`src/hnorm_ram2r.sv`:
```
// generic ram, one write port and two registered read ports
module hnorm_ram2r #(
    parameter int WIDTH = 16,
    parameter int DEPTH = 256
) (
    input  logic                     aclk,
    input  logic                     we,
    input  logic [$clog2(DEPTH)-1:0] waddr,
    input  logic [WIDTH-1:0]         wdata,
    input  logic                     re,
    input  logic [$clog2(DEPTH)-1:0] raddr_a,
    input  logic [$clog2(DEPTH)-1:0] raddr_b,
    output logic [WIDTH-1:0]         rdata_a,
    output logic [WIDTH-1:0]         rdata_b
);

    logic [WIDTH-1:0] mem [DEPTH];

    always_ff @(posedge aclk) begin
        if (re) begin
            rdata_a <= mem[raddr_a];
            rdata_b <= mem[raddr_b];
        end
        if (we) begin
            mem[waddr] <= wdata;
        end
    end

endmodule

```
`config.mk`:
```
export PLATFORM = sky130hd
export DESIGN_NAME = hnorm_ram2r
export DESIGN_NICKNAME = d
export VERILOG_FILES = /design/src/hnorm_ram2r.sv
export SDC_FILE = /design/constraint.sdc
export NUM_CORES = 2
export LEC_CHECK = 0
export BUFFER_PORTS_ARGS = -buffer_cell sky130_fd_sc_hd__buf_2
export CORE_UTILIZATION = 50
export CTS_CLUSTER_DIAMETER = 40
export CTS_CLUSTER_SIZE = 8
export DETAILED_ROUTE_END_ITERATION = 7
export GPL_ROUTABILITY_DRIVEN = 0
export PLACE_DENSITY = 0.67
export SYNTH_ARGS = -nofsm -noshare
export SYNTH_HDL_FRONTEND = slang
export SYNTH_SLANG_ARGS = --single-unit
```
`constraint.sdc`:
```
create_clock -name aclk -period 6.18 [get_ports aclk]
set_input_delay 0.618 -clock aclk [delete_from_list [all_inputs] [get_ports aclk]]
set_output_delay 0.618 -clock aclk [all_outputs]
set_load 0.02 [all_outputs]
```
==> results.tsv <==
metric	value	unit
clock_skew	114.3	ps
grt_pass1_wl	924700	um
synthArstFlopShare	0	
synth_top_cells_by_count	edfxtp_1, mux4_2, mux2i_1	
synth.cell_area	191900	um^2
cts-resized-gates	0	
fin_area	219400	um^2
timing.final.ws_setup	1526	ps
dpl_cell_area	200400	um^2
reg2reg_depth	7	
rows	227	
dpl.hpwl	418400	um
io_pins	75	
top_layer	met5	
synth_edf_count	4128	
drv_cap	5	
crit_chain	buf_2 > inv_6 > nor2_4 > buf_12 > a221oi_1 > o22ai_1 > nor3_1 > nor2_1 > and3_1	
antenna_found_initial	77	
synth_seq_cells	4128	
insertion_delay	1130	ps
synth_cells	10140	
fill_cells	27630	
slew_headroom	-0.1166	
drive_above_1_share	0.3121	
r2r-end	rdata_a[1]	
grt_setup_unrepaired	no	
cts_htree_levels	6	
grt_overflow	0	
cts_hold_buf	0	
antenna_left	0	
postCtsSetupRepairBufs	0	
multi_input_area	63950	um^2
critPathMaxStageDelay	1080	ps
period_needed	4654	ps
tns	0	ps
p_per_area	313.8	nW/um^2
wl_met3	104200	um
fp.dieH	621.5	um
dieWidth	621.5	um
path_delay_family	simple AND/OR/NAND/NOR gates	
synth_ff_type	edfxtp_1	
numCtsBuffers	648	
path_max_fanout	34	
critPathKind	input pin to register	
final_max_slew_viol_count	9	
worst-path-stages	9	
final_util	0.5744	
setup_viol	0	
port_buffers	74	
critPathArrivalTime	5640	ps
synthTopCellsByArea	edfxtp_1, mux4_2, mux2i_1	
hold_path.class	input pin to register	
critPathBufInv	3	
seqCellArea	124000	um^2
grt_pass1_vias	117500	
hold_viol	1	
detail_route.iter0.violations	21650	
synth_area_leader_cell	edfxtp_1	
violations	design-rule violations, negative hold slack, max-capacitance violations, max-slew violations	
syn_area_per_cell	18.94	um^2
coreArea	382000	um^2
worst_pin_slew	1665	ps
r2r_slack	2270	ps
vdd_drop_max	335.6	uV
cts_root_buf	clkbuf_16	
ys_warn_count	0	
required	7170	ps
slowest_stage	nor2_1	
yosysTopAreaCellShare	0.6459	
tritoncts	yes	
clkSinkCount	4128	
via_count	119100	
setup.worst_path.end	rdata_a[4]	
synth_fp_nets	10180	
dieArea	386300	um^2
whs	-4.064	ps
routed_wl	668600	um
area_delta_synth_final	14.34	%
grt.total_usage	0.3419	
firstDrtPassIters	8	
clockBufferDepth	4	
timing.rr.start	mem[187][1]	
place_ws	757.4	ps
min_period_over_period	0.7530	
status	finished with violations	
start_util	0.5024	
via_per_inst	7.450	
grt_start_max_net_pins	189	
nets	10670	
endpoint_kind	register	
synth_most_common_cell	edfxtp_1	
drc	73	
leakagePower	70.78	nW
drt-met1-wl	225500	um
wl_met2	293400	um
cp-startpoint	raddr_a[3]	
max_freq	214.9	MHz
ys_seq_area_frac	0.6459	
start_kind	input pin	
clkTransAtPathRegs	50	ps
synthDistinctLibCells	58	
wire_per_inst	41.81	um
-- power by group --
group | total (mW) | leakage [nW] | internal [mW] | switching (mW)
clock | 32.5 | 9.15 | 19.8 | 12.7
combinational | 5.29 | 24.5 | 1.81 | 3.48
sequential | 31.1 | 37.1 | 31.0 | 0.0879
-- cell type report --
cell class | instances | share of cell area
Sequential cell | 4128 | 0.5649
Multi-Input combinational cell | 5151 | 0.2915
Clock buffer | 732 | 0.07592
Tap cell | 5038 | 0.02873
Timing Repair Buffer | 688 | 0.02816
Clock inverter | 198 | 0.01002
Antenna cell | 52 | 0.0005930
Inverter | 6 | 0.0001882
-- how the worst min path moves through the flow --
stage,from,to,cells after the start
floorplan,wdata[0],mem[0][0],0
global placement,mem[40][6],rdata_b[6],6
detailed placement,mem[44][6],rdata_b[6],6
CTS,wdata[15],mem[73][15],1
global route,wdata[15],mem[73][15],1
finish,wdata[5],mem[90][5],1
-- cell usage in the layout, fill, tap and decap left out, types with 18 or more instances in the layout --
cell type  count
and3_1        18
a22o_1        55
clkinv_2      44
buf_4        535
bufinv_16     18
nand4_1       30
buf_12        79
a22oi_1      119
buf_2         51
clkbuf_16    654
o21ai_0       71
mux2i_1     1021
edfxtp_1    4128
o31ai_1       27
a211o_1       26
a211oi_1      22
nor2_2       181
nand3_1       74
a221oi_1      48
a21oi_1      210
a2111oi_0     24
diode_2       52
clkinv_16     19
o211ai_1      59
clkbuf_1      78
o221ai_1     418
clkinv_1      67
mux4_2      1688
nor2_1       162
nand2_1      253
o22ai_1      281
nor3_1       178
nor4_1        37
-- state kept, by name, summed over array words and instances, names as in the netlist --
register,flops
mem,4096
rdata_b,16
rdata_a,16
-- worst register-to-register path, cell delays in order (launching register included) --
cell      delay [ps]
edfxtp_1         400
mux4_2           480
a22o_1           250
a221oi_1         640
o22ai_1          310
nor3_1           900
nor2_1           430
and3_1           260
-- kinds of logic (layout without fill, tap and decap cells) --
logic type | Yosys count | in the layout | share of synthesized area
AO/OA/AOI/OAI | 1414 | 1414 | 0.05387
multiplexers | 2709 | 2709 | 0.2514
other | 0 | 52 | 0
flip-flops | 4128 | 4128 | 0.6459
buffers and inverters | 856 | 1624 | 0.02462
AND/OR/NAND/NOR | 1028 | 1028 | 0.02423
-- per-layer routing --
layer / vias up / global-route usage
li1: 45020 / -
met1: 61630 / 0.4485
met2: 10420 / 0.4973
met3: 2030 / 0.1234
met4: 44 / 0.1906
met5: - / 0
-- per-stage QoR --
step	instances	power, mW	hold slack (ps)
floorplan	10140	34.43	716.9
detailed placement	15010	36.69	1086
CTS	15940	68.78	44.30
global route	15960	70.12	43.92
global placement	15010	36.61	1093
finish	15990	68.86	-4.064
(Power assumes the default switching activity.)
